<file path="config.mk">
export PLATFORM = sky130hd
export DESIGN_NAME = first_fit_region_bump_allocator_unit
export DESIGN_NICKNAME = d
export VERILOG_FILES = /design/src/rtl/core/ffrba_pkg.sv /design/src/rtl/core/ffrba_area_ram.sv /design/src/rtl/core/ffrba_ctrl.sv /design/src/rtl/core/first_fit_region_bump_allocator_unit.sv
export SDC_FILE = /design/constraint.sdc
export NUM_CORES = 1
export LEC_CHECK = 0
export BUFFER_PORTS_ARGS = -buffer_cell sky130_fd_sc_hd__buf_2
export CORE_AREA = 10 10 371 373
export DETAILED_ROUTE_END_ITERATION = 10
export DIE_AREA = 0 0 381 383
export SLEW_MARGIN = 0
export SYNTH_ARGS = -nofsm -noshare
export SYNTH_HDL_FRONTEND = slang
export SYNTH_SLANG_ARGS = --single-unit
</file>
<file path="constraint.sdc">
create_clock -name clk -period 6 [get_ports clk]
set_input_delay 0.3 -clock clk [delete_from_list [all_inputs] [get_ports clk]]
set_output_delay 0.3 -clock clk [all_outputs]
set_load 0.05 [all_outputs]
</file>
<file path="src/rtl/core/ffrba_pkg.sv">
// ----------------------------------------------------------------------------
// ffrba_pkg
// Shared types and constants of the first-fit region bump allocator.
// ----------------------------------------------------------------------------
package ffrba_pkg;

  // Field widths on the stream ports.
  localparam int SIZE_W     = 32;
  localparam int CLASS_W    = 4;
  localparam int BASE_W     = 48;
  localparam int OUT_ADDR_W = 48;

  // tdata widths, padded to whole bytes.
  localparam int IN_DATA_W  = ((SIZE_W + CLASS_W + BASE_W + 7) / 8) * 8;
  localparam int OUT_DATA_W = ((OUT_ADDR_W + 1 + 7) / 8) * 8;

  // Default configuration of the top level.
  localparam int MAX_AREAS_DEF  = 16;
  localparam int AREA_ALIGN_DEF = 4096;
  localparam int ADDR_BITS_DEF  = 48;

  typedef struct packed {
    logic [BASE_W-1:0]  fresh_base;
    logic [CLASS_W-1:0] option_class;
    logic [SIZE_W-1:0]  request_size;
  } ffrba_req_t;

  typedef struct packed {
    logic                  took_new_area;
    logic [OUT_ADDR_W-1:0] address;
  } ffrba_res_t;

  typedef enum logic [1:0] {
    ST_IDLE,
    ST_SCAN,
    ST_DONE
  } ffrba_state_t;

endpackage

</file>
<file path="src/rtl/core/ffrba_area_ram.sv">
// ----------------------------------------------------------------------------
// ffrba_area_ram
// Area table storage: one write port, one read port with registered data.
// ----------------------------------------------------------------------------
module ffrba_area_ram #(
  parameter int DEPTH = 16,
  parameter int AW    = 4,
  parameter int DW    = 64
) (
  input  logic          clk,
  input  logic          wr_en,
  input  logic [AW-1:0] wr_addr,
  input  logic [DW-1:0] wr_data,
  input  logic          rd_en,
  input  logic [AW-1:0] rd_addr,
  output logic [DW-1:0] rd_data
);

  logic [DW-1:0] mem [DEPTH];
  logic [DW-1:0] rd_data_r;

  always_ff @(posedge clk) begin
    if (wr_en) begin
      mem[wr_addr] <= wr_data;
    end
    if (rd_en) begin
      rd_data_r <= mem[rd_addr];
    end
  end

  assign rd_data = rd_data_r;

endmodule

</file>
<file path="src/rtl/core/ffrba_ctrl.sv">
// ----------------------------------------------------------------------------
// ffrba_ctrl
// Request sequencer: scans the area table in insertion order, one read per
// cycle, then bumps the hit entry or, if a slot is free and the fresh base is
// nonzero, records a new area.
module ffrba_ctrl #(
  parameter int MAX_AREAS  = 16,
  parameter int AREA_ALIGN = 4096,
  parameter int ADDR_BITS  = 48,
  parameter int IDX_W      = 4,
  parameter int CNT_W      = 5,
  parameter int REM_W      = 12,
  parameter int ENT_W      = 64
) (
  input  logic                   clk,
  input  logic                   rst_n,
  input  logic                   req_valid,
  output logic                   req_ready,
  input  ffrba_pkg::ffrba_req_t  req,
  input  logic                   res_free,
  output logic                   res_load,
  output ffrba_pkg::ffrba_res_t  res,
  output logic                   ram_wr_en,
  output logic [IDX_W-1:0]       ram_wr_addr,
  output logic [ENT_W-1:0]       ram_wr_data,
  output logic                   ram_rd_en,
  output logic [IDX_W-1:0]       ram_rd_addr,
  input  logic [ENT_W-1:0]       ram_rd_data
);

  import ffrba_pkg::*;

  // An entry holds {top, remaining bytes, class}. Remaining is length minus
  // used bytes; it never exceeds AREA_ALIGN - 1 (power of two assumed).
  ffrba_state_t state_r, state_nxt;

  logic [SIZE_W-1:0]    size_r, size_nxt;
  logic [CLASS_W-1:0]   cls_r, cls_nxt;
  logic [ADDR_BITS-1:0] base_r, base_nxt;
  logic [CNT_W-1:0]     count_r, count_nxt;
  logic [CNT_W-1:0]     ptr_r, ptr_nxt;
  logic                 pend_r, pend_nxt;
  logic [IDX_W-1:0]     pend_idx_r, pend_idx_nxt;
  logic                 hit_r, hit_nxt;
  logic [IDX_W-1:0]     hit_idx_r, hit_idx_nxt;
  logic [ADDR_BITS-1:0] hit_top_r, hit_top_nxt;
  logic [REM_W-1:0]     hit_rem_r, hit_rem_nxt;

  logic                 accept;
  logic                 issue;
  logic                 match;
  logic                 new_ok;
  logic [ADDR_BITS-1:0] rd_top;
  logic [REM_W-1:0]     rd_rem;
  logic [CLASS_W-1:0]   rd_cls;
  logic [ADDR_BITS-1:0] size_ext;

  assign rd_top   = ram_rd_data[ENT_W-1 -: ADDR_BITS];
  assign rd_rem   = ram_rd_data[CLASS_W +: REM_W];
  assign rd_cls   = ram_rd_data[CLASS_W-1:0];
  assign size_ext = ADDR_BITS'(size_r);

  assign accept = req_valid && req_ready;
  assign issue  = (state_r == ST_SCAN) && (ptr_r < count_r);
  assign match  = (state_r == ST_SCAN) && pend_r && (rd_cls == cls_r) &&
                  (size_r <= SIZE_W'(rd_rem));
  assign new_ok = !hit_r && (size_r != '0) && (count_r < CNT_W'(MAX_AREAS)) &&
                  (base_r != '0);

  // Next state.
  always_comb begin
    state_nxt = state_r;
    case (state_r)
      ST_IDLE: begin
        if (accept) begin
          state_nxt = (req.request_size == '0) ? ST_DONE : ST_SCAN;
        end
      end
      ST_SCAN: begin
        if (match || (!pend_r && (ptr_r == count_r))) begin
          state_nxt = ST_DONE;
        end
      end
      ST_DONE: begin
        if (res_free) begin
          state_nxt = ST_IDLE;
        end
      end
      default: state_nxt = ST_IDLE;
    endcase
  end

  // Outputs.
  always_comb begin
    req_ready   = (state_r == ST_IDLE);
    res_load    = (state_r == ST_DONE) && res_free;
    ram_rd_en   = issue;
    ram_rd_addr = ptr_r[IDX_W-1:0];
    ram_wr_en   = res_load && (hit_r || new_ok);
    res         = '0;
    if (hit_r) begin
      ram_wr_addr = hit_idx_r;
      ram_wr_data = {hit_top_r + size_ext, hit_rem_r - REM_W'(size_r), cls_r};
      res.address = OUT_ADDR_W'(hit_top_r);
    end else begin
      ram_wr_addr = count_r[IDX_W-1:0];
      ram_wr_data = {base_r + size_ext,
                     REM_W'((SIZE_W'(0) - size_r) & SIZE_W'(AREA_ALIGN - 1)), cls_r};
      if (new_ok) begin
        res.address       = OUT_ADDR_W'(base_r);
        res.took_new_area = 1'b1;
      end
    end
  end

  // Datapath next values.
  always_comb begin
    size_nxt     = size_r;
    cls_nxt      = cls_r;
    base_nxt     = base_r;
    count_nxt    = count_r;
    ptr_nxt      = ptr_r;
    pend_nxt     = issue;
    pend_idx_nxt = ptr_r[IDX_W-1:0];
    hit_nxt      = hit_r;
    hit_idx_nxt  = hit_idx_r;
    hit_top_nxt  = hit_top_r;
    hit_rem_nxt  = hit_rem_r;
    if (accept) begin
      size_nxt = req.request_size;
      cls_nxt  = req.option_class;
      base_nxt = ADDR_BITS'(req.fresh_base);
      ptr_nxt  = '0;
      hit_nxt  = 1'b0;
    end
    if (issue) begin
      ptr_nxt = ptr_r + CNT_W'(1);
    end
    if (match) begin
      hit_nxt     = 1'b1;
      hit_idx_nxt = pend_idx_r;
      hit_top_nxt = rd_top;
      hit_rem_nxt = rd_rem;
    end
    if (res_load && new_ok) begin
      count_nxt = count_r + CNT_W'(1);
    end
  end

  always_ff @(posedge clk) begin
    if (!rst_n) begin
      state_r <= ST_IDLE;
      count_r <= '0;
      ptr_r   <= '0;
      pend_r  <= 1'b0;
      hit_r   <= 1'b0;
    end else begin
      state_r <= state_nxt;
      count_r <= count_nxt;
      ptr_r   <= ptr_nxt;
      pend_r  <= pend_nxt;
      hit_r   <= hit_nxt;
    end
  end

  always_ff @(posedge clk) begin
    size_r     <= size_nxt;
    cls_r      <= cls_nxt;
    base_r     <= base_nxt;
    pend_idx_r <= pend_idx_nxt;
    hit_idx_r  <= hit_idx_nxt;
    hit_top_r  <= hit_top_nxt;
    hit_rem_r  <= hit_rem_nxt;
  end

  a_count_bound: assert property (@(posedge clk) disable iff (!rst_n)
    count_r <= CNT_W'(MAX_AREAS))
    else $error("area count exceeds table depth");

  a_write_only_done: assert property (@(posedge clk) disable iff (!rst_n)
    ram_wr_en |-> (state_r == ST_DONE))
    else $error("table written outside the completion step");

  a_no_read_write_overlap: assert property (@(posedge clk) disable iff (!rst_n)
    !(ram_wr_en && ram_rd_en))
    else $error("table read and written in the same cycle");

  a_scan_ptr_bound: assert property (@(posedge clk) disable iff (!rst_n)
    (state_r == ST_SCAN) |-> (ptr_r <= count_r))
    else $error("scan pointer ran past the filled entries");

  a_new_area_counts: assert property (@(posedge clk) disable iff (!rst_n)
    (res_load && res.took_new_area) |=> (count_r == $past(count_r) + CNT_W'(1)))
    else $error("new area recorded without count advance");

endmodule

</file>
<file path="src/rtl/core/first_fit_region_bump_allocator_unit.sv">
// ----------------------------------------------------------------------------
// first_fit_region_bump_allocator_unit
// First-fit bump allocator over a table of memory areas.
// ----------------------------------------------------------------------------
// Each input transfer is one allocation request; each output transfer is its
// result. The scan reads one table entry per cycle from the area memory in
// insertion order and checks it in the next cycle. It stops at the first
// entry that fits or after the last filled entry; a zero-size request skips
// the scan. The controller returns to idle, ready for the next request, as
// the result moves into the output register, even if the sink has not yet
// taken it.
// AREA_ALIGN must be a power of two. There is no clearing pass after reset:
// only entries below the fill count are ever read.
module first_fit_region_bump_allocator_unit #(
  parameter int MAX_AREAS  = ffrba_pkg::MAX_AREAS_DEF,
  parameter int AREA_ALIGN = ffrba_pkg::AREA_ALIGN_DEF,
  parameter int ADDR_BITS  = ffrba_pkg::ADDR_BITS_DEF
) (
  input  logic                             clk,
  input  logic                             rst_n,
  input  logic                             in_tvalid,
  output logic                             in_tready,
  // request_size[31:0], option_class[35:32], fresh_base[83:36], zero pad
  input  logic [ffrba_pkg::IN_DATA_W-1:0]  in_tdata,
  output logic                             out_tvalid,
  input  logic                             out_tready,
  // address[47:0], took_new_area[48], zero pad
  output logic [ffrba_pkg::OUT_DATA_W-1:0] out_tdata
);

  import ffrba_pkg::*;

  localparam int IDX_W = (MAX_AREAS > 1) ? $clog2(MAX_AREAS) : 1;
  localparam int CNT_W = $clog2(MAX_AREAS + 1);
  localparam int REM_W = $clog2(AREA_ALIGN);
  localparam int ENT_W = ADDR_BITS + REM_W + CLASS_W;

  ffrba_req_t       req;
  ffrba_res_t       res;
  logic             res_load;
  logic             res_free;
  logic             ram_wr_en;
  logic [IDX_W-1:0] ram_wr_addr;
  logic [ENT_W-1:0] ram_wr_data;
  logic             ram_rd_en;
  logic [IDX_W-1:0] ram_rd_addr;
  logic [ENT_W-1:0] ram_rd_data;

  logic       out_valid_r, out_valid_nxt;
  ffrba_res_t out_res_r, out_res_nxt;

  assign req = ffrba_req_t'(in_tdata[SIZE_W+CLASS_W+BASE_W-1:0]);

  ffrba_area_ram #(
    .DEPTH (MAX_AREAS),
    .AW    (IDX_W),
    .DW    (ENT_W)
  ) u_ram (
    .clk     (clk),
    .wr_en   (ram_wr_en),
    .wr_addr (ram_wr_addr),
    .wr_data (ram_wr_data),
    .rd_en   (ram_rd_en),
    .rd_addr (ram_rd_addr),
    .rd_data (ram_rd_data)
  );

  ffrba_ctrl #(
    .MAX_AREAS  (MAX_AREAS),
    .AREA_ALIGN (AREA_ALIGN),
    .ADDR_BITS  (ADDR_BITS),
    .IDX_W      (IDX_W),
    .CNT_W      (CNT_W),
    .REM_W      (REM_W),
    .ENT_W      (ENT_W)
  ) u_ctrl (
    .clk         (clk),
    .rst_n       (rst_n),
    .req_valid   (in_tvalid),
    .req_ready   (in_tready),
    .req         (req),
    .res_free    (res_free),
    .res_load    (res_load),
    .res         (res),
    .ram_wr_en   (ram_wr_en),
    .ram_wr_addr (ram_wr_addr),
    .ram_wr_data (ram_wr_data),
    .ram_rd_en   (ram_rd_en),
    .ram_rd_addr (ram_rd_addr),
    .ram_rd_data (ram_rd_data)
  );

  // Output register: free when empty or when its transfer completes now.
  assign res_free = !out_valid_r || out_tready;

  always_comb begin
    out_valid_nxt = out_valid_r;
    out_res_nxt   = out_res_r;
    if (out_valid_r && out_tready) begin
      out_valid_nxt = 1'b0;
    end
    if (res_load) begin
      out_valid_nxt = 1'b1;
      out_res_nxt   = res;
    end
  end

  always_ff @(posedge clk) begin
    if (!rst_n) begin
      out_valid_r <= 1'b0;
    end else begin
      out_valid_r <= out_valid_nxt;
    end
  end

  always_ff @(posedge clk) begin
    out_res_r <= out_res_nxt;
  end

  assign out_tvalid = out_valid_r;
  assign out_tdata  = OUT_DATA_W'(out_res_r);

endmodule
</file>
---- Yosys cells after proc, flatten, opt, wreduce, memory -nomap -nowiden ----
Memory sizes are Yosys's and may differ from the RTL's. A register that Yosys moved wholly into a read port is not among the register bits.
Index checks and enable logic that the tools add are counted.
word-level totals
  bits in registers ....................... 216
  latch bits .............................. 0
  RAM bits ................................ 1024
  bits in read-only memories .............. 0
  input bits .............................. 92
  output and inout port bits .............. 58
  word-level logic and storage cells ...... 76
  memories ................................ 1
operators by class
  add/sub/neg operators ................... 6
  multipliers ............................. 0
  div/mod/pow operators ................... 0
  order comparisons ....................... 3
  equality and inequality tests ........... 7
  shift operators ......................... 0
  muxes and demuxes ....................... 17
  bitwise operators ....................... 0
  reduce and logical (&&, ||, !) cells .... 27
memories
  memory     words  width  read ports  clocked after memory_dff  write ports  RTL line              RTL
  u_ram.mem  16     64     1           1                         1            ffrba_area_ram.sv:19  logic [DW-1:0] mem [DEPTH];
operator list
  cell                                                                 count
  48-bit by 32-bit adder with 48-bit output                            2
  64-bit two-way mux                                                   1
  49-bit two-way mux                                                   1
  48-bit two-way mux                                                   1
  48-bit nonzero test                                                  1
  32-bit by 12-bit less-or-equal comparator with 1-bit output          1
  32-bit zero test                                                     1
  32-bit nonzero test                                                  1
  1-bit logical AND                                                    13
  1-bit by 12-bit subtractor with 12-bit output, first input constant  1
  12-bit subtractor                                                    1
  5-bit by 1-bit adder with 5-bit output, second input constant        2
  5-bit two-way mux                                                    2
  2-bit two-way mux                                                    4
  1-bit two-way mux                                                    6
  2-bit case mux with 3 select lines                                   1
  2-bit nonzero test                                                   3
  5-bit equality test                                                  1
  5-bit < comparator                                                   1
  5-bit < comparator, second input constant                            1
  4-bit equality test                                                  1
  4-bit two-way mux                                                    1
  2-bit inequality test, second input constant                         2
  1-bit zero test                                                      3
  6 further kinds                                                      8

---- Longest topological paths before layout ----
  depth in word-level cells ............... 8
  gate-level depth with buffers ........... 17
  mapped depth without buffers ............ 11

---- Modules after synthesis ----
From an unflattened synthesis, not the netlist that was laid out.
unflattened totals
  cell total of the unflattened synthesis .. 2538
  area total of the unflattened synthesis .. 51376.8 um^2
modules (own cells, without submodules)
  module                                instances  cells an instance  area an instance (um^2)  sequential area each (um^2)
  ffrba_area_ram                        1          1647               40222.3                  32671.3
  ffrba_ctrl                            1          830                9577.9                   4804.6
  first_fit_region_bump_allocator_unit  1          61                 1576.5                   1491.4

---- Worst setup path after synthesis ----
OpenSTA, ideal clock, no wires.
  kind .................................... reg2reg
  from .................................... register out_valid_r (netlist: out_tvalid)
  to ...................................... memory u_ram.mem[5][0] (enable)
  library setup time ...................... 486 ps
  arrival time ............................ 6094 ps
  path slack .............................. -580 ps
  stages on the path, launching flop included .. 6
  buffers on the path ..................... 0
  period minus slack after synthesis ...... 6580 ps
  cell sequence ........................... dfxtp_1 > nor2b_1 > nor2_1 > o21a_1 > nand2_1 > nor2_1
between the ends
  cells in the longest elaborated chain, start to end .. 6
ends and longest elaborated chain
  what                                     RTL line                                     RTL
  start: declaration                       first_fit_region_bump_allocator_unit.sv:49   logic out_valid_r, out_valid_nxt;
  start signal: assignment                 first_fit_region_bump_allocator_unit.sv:112  out_valid_r <= out_valid_nxt;
  1-bit zero test                          first_fit_region_bump_allocator_unit.sv:94   assign res_free = !out_valid_r || out_tready;
  1-bit logical OR                         first_fit_region_bump_allocator_unit.sv:94
  1-bit logical AND                        ffrba_ctrl.sv:96                             res_load = (state_r == ST_DONE) && res_free;
  1-bit logical AND                        ffrba_ctrl.sv:99                             ram_wr_en = res_load && (hit_r || new_ok);
  1-bit two-way mux                        ffrba_area_ram.sv:23                         if (wr_en) begin
  1-bit two-way mux (implied by the code)  ffrba_area_ram.sv:24                         mem[wr_addr] <= wr_data;
  end: declaration                         ffrba_area_ram.sv:19
No other way between the ends.

---- Worst setup path after layout ----
  from .................................... register u_ctrl.hit_r
  to ...................................... memory u_ram.mem[6][59], data pin
between the ends
  cells in the longest elaborated chain, start to end .. 1
ends and longest elaborated chain
  what                       RTL line                                    RTL
  start: declaration         ffrba_ctrl.sv:44                            logic hit_r, hit_nxt;
  start signal: assignment   ffrba_ctrl.sv:162                           hit_r <= hit_nxt;
  64-bit two-way mux         ffrba_ctrl.sv:101                           if (hit_r) begin
  named net ram_wr_data[59]  first_fit_region_bump_allocator_unit.sv:44  logic [ENT_W-1:0] ram_wr_data;
The timed path passes the listed nets, and every way through them passes these cells.

==> impl_metrics.toml <==
[outcome]
outcome = "completed"

[yosys]
synth_cells = 2435
yosys.area_share.simple_pct = 2.564
synth_flop_cell = "edfxtp_1"
synth_compound_area_share_pct = 3.381
synth_top_cells_by_area = "edfxtp_1, mux4_2, ha_1, a22o_1, mux2_2"
ys_seq_elements = 1304
yosys_warnings = 0
yosysTopAreaCellShare_pct = 74.60
synth_common_cells = "edfxtp_1, mux4_2, clkbuf_1, ha_1, nor2_1"
yosys.area.top_type = "edfxtp_1"
synth.most_common_cell = "edfxtp_1"
synth_top_family_by_area = "multiplexers"
synthMuxAreaShare_pct = 14.75
synth.avg_cell_area_um2 = 21.24
synth_cell_types = 78
syn_area_um2 = 51730
synthArstFlopShare_pct = 0
synthXorXnorAreaFrac_pct = 0.9990
synthAdderAreaFrac_pct = 1.577
synth-seq-area-share_pct = 75.33
synth_edf_count = 1285

[floorplan]
ios = 150
die-area_um2 = 145900
coreArea_um2 = 130500
chipWidth_um = 381
die_y_um = 383
start_util_pct = 39.65
rows = 133

[timing]
hold_ws_ps = 278.1
slew_headroom_pct = 3.191
finalSetupTns_ps = 0
max_freq_ghz = 0.1932
worst_clock_skew_ps = 23.36
finalWorstSetupSlack_ps = 823.9
finalCritPeriodShare_pct = 86.27
report.final.slew_viol_count = 0
fin_crit_ps = 5176
setup_viol = 0
rsz0062_at_grt = "no"
hold_violations = 0
tightest_slew_ps = 1452

[grt]
grt_pass1_wl_um = 189000
grt_start_max_net_pins = 170
antenna_found_initial = 2
grt-ovfl-total = 0
globalRouteTotalUtil_pct = 17.78
first_global_vias = 26640

[critical_path]
crit_chain = "mux2_2, ha_1, a21o_2, a21oi_2, a21boi_1, a311oi_1, o21ai_2, a21oi_1, nor3_1, xnor2_1"
worst_setup_path_start_kind = "flop"
worst-path-stages = 10
crit_family = "compound AO/OA/AOI/OAI gates"
crit_required_ps = 6350
path_buf_inv = 0
r2r-start = "u_ctrl.hit_r"
end_kind = "flop"
reg2reg_to = "u_ram.mem[6][59]"
cp_slowest_cell = "xnor2_1"
reg2reg_depth = 10
ff2ff_setup_slack_ps = 820
path_max_fanout = 37
cp_slowest_stage_delay_ps = 950
cp.arrival_ps = 5530
crit_type = "reg -> reg"

[placement]
numPortBuffers = 138
dp_slack_ps = 955.2
gp_congestion = 0.8507
dpl.hpwl_um = 75150
dpl.cell_count = 4268

[routing]
met3_length_um = 11740
postRouteAntennaNets = 0
first_pass_iters = 6
drt-met1-wl_um = 55550
via_per_inst = 5.636
wl_um = 131600
drcViolationCount = 0
via_count = 25970
met2_length_um = 61790
top_layer = "met4"
routedWlPerCell_um = 28.55
drt_iter0_drc = 2836

[cts]
cts_buffer_depth = 3
htree_levels = 4
ctsResizeCount = 0
cts_sinks = 1304
cts_root_buf = "clkbuf_16"
cts_tree = "yes"
path_clk_slew_ps = 60
clk_latency_ps = 740
numCtsBuffers = 135

[hold_path]
hold_end = "u_ctrl.base_r[31]"
hold_start = "in_tdata[67]"
min_path_type = "in -> reg"
hold_depth = 2

[power]
ir_drop_mv = 0.2893
power_mw = 21.37
power_leakage_nw = 18.85
cellPowerDensity_nw_per_um2 = 356.9

[layout]
area_growth_pct = 15.75
drive_gt1_share_pct = 27.07
nets = 2898
final.fill_count = 10810
instances_no_fill = 4608
regArea_um2 = 38990
multi_input_area_um2 = 12200

[run]
max_cap_violations = 0
[metrics by stage]
step | utilization [%] | cell area, um^2
after floorplan | - | 51760
after global placement | 41.91 | 54680
after detailed placement | 41.91 | 54680
after CTS | 45.87 | 59840
after global routing | 45.89 | 59870
final | 45.89 | 59870
[metal layers]
metal  GRT usage [%]  up-vias
met4           4.228        0
met5               0        -
met3           4.453      186
met2           27.79     1177
li1                -    10820
met1           25.04    13790
[registers in the layout (all words and copies together) (netlist names)]
signal and cells:
u_ram.mem 1024, u_ram.rd_data 64, out_tdata 49, u_ctrl.base_r 48
u_ctrl.hit_top_r 48, u_ctrl.size_r 32, u_ctrl.hit_rem_r 12, u_ctrl.count_r 5
u_ctrl.ptr_r 5, u_ctrl.cls_r 4, u_ctrl.hit_idx_r 4, u_ctrl.pend_idx_r 4
u_ctrl.state_r 2, out_tvalid 1, u_ctrl.hit_r 1, u_ctrl.pend_r 1
[where the power goes]
group	switching, mW	internal (mW)
combinational	1.51	0.654
sequential	0.187	10.9
clock	3.45	4.63
[layout by cell type (no fill, tap or decap), types with 6 or more instances in the layout]
cell	synthesis	final
nor2_4	1	15
buf_4	8	46
xor2_1	21	21
xnor2_1	38	37
ha_1	62	62
clkinv_2	0	17
a31oi_1	8	8
nand2b_1	7	7
inv_16	0	6
a21oi_1	53	52
mux2_2	34	34
a21o_1	25	25
nand2_1	48	48
or3_1	7	7
buf_12	0	6
mux4_2	320	320
nand3_1	13	13
o21a_1	9	9
buf_2	29	138
o21ai_0	26	26
conb_1	1	7
nor3_1	22	21
nand4_1	15	15
nor2_1	59	45
and2_1	21	18
dlygate4sd3_1	0	89
bufinv_16	0	8
edfxtp_1	1285	1285
a32oi_1	11	11
a21boi_0	7	7
clkbuf_16	0	137
dfxtp_1	19	14
nor4_1	32	32
clkinv_1	0	28
clkbuf_1	62	37
a22o_1	49	49
inv_1	45	43
nor2b_1	18	18
[kinds of logic after synthesis]
group / Yosys count
buffers and inverters: 160
XOR/XNOR: 59
other: 1
AO/OA/AOI/OAI: 232
adder cells (fa/ha/maj): 64
flip-flops: 1304
multiplexers: 358
AND/OR/NAND/NOR: 257
[how the worst max path moves through the flow]
| stage | start | endpoint | slack (ps) |
|---|---|---|---|
| finish | u_ctrl.hit_r | u_ram.mem[6][59] | 820 |
| detailed placement | u_ctrl.hit_r | u_ram.mem[10][59] | 960 |
| floorplan | out_tvalid | u_ram.mem[5][0] | -580 |
| global placement | u_ctrl.hit_r | u_ram.mem[10][63] | 1100 |
| CTS | u_ctrl.hit_r | u_ram.mem[10][59] | 890 |
| global route | u_ctrl.hit_r | u_ram.mem[6][59] | 540 |
[final cells by class]
type	instances	share of cell area (%)
Antenna cell	1	0.004179
Clock buffer	177	6.027
Clock inverter	70	1.103
Inverter	45	0.2884
Multi-Input combinational cell	977	20.38
Sequential cell	1304	65.11
Tap cell	1755	3.667
Timing Repair Buffer	279	3.419
[what timing repair did]
item,CTS,global route
endpoints found under the hold margin,99,0
endpoints found under the setup margin,0,0
hold buffers,89,0
buffers inserted,0,0
(Power assumes the default switching activity.)
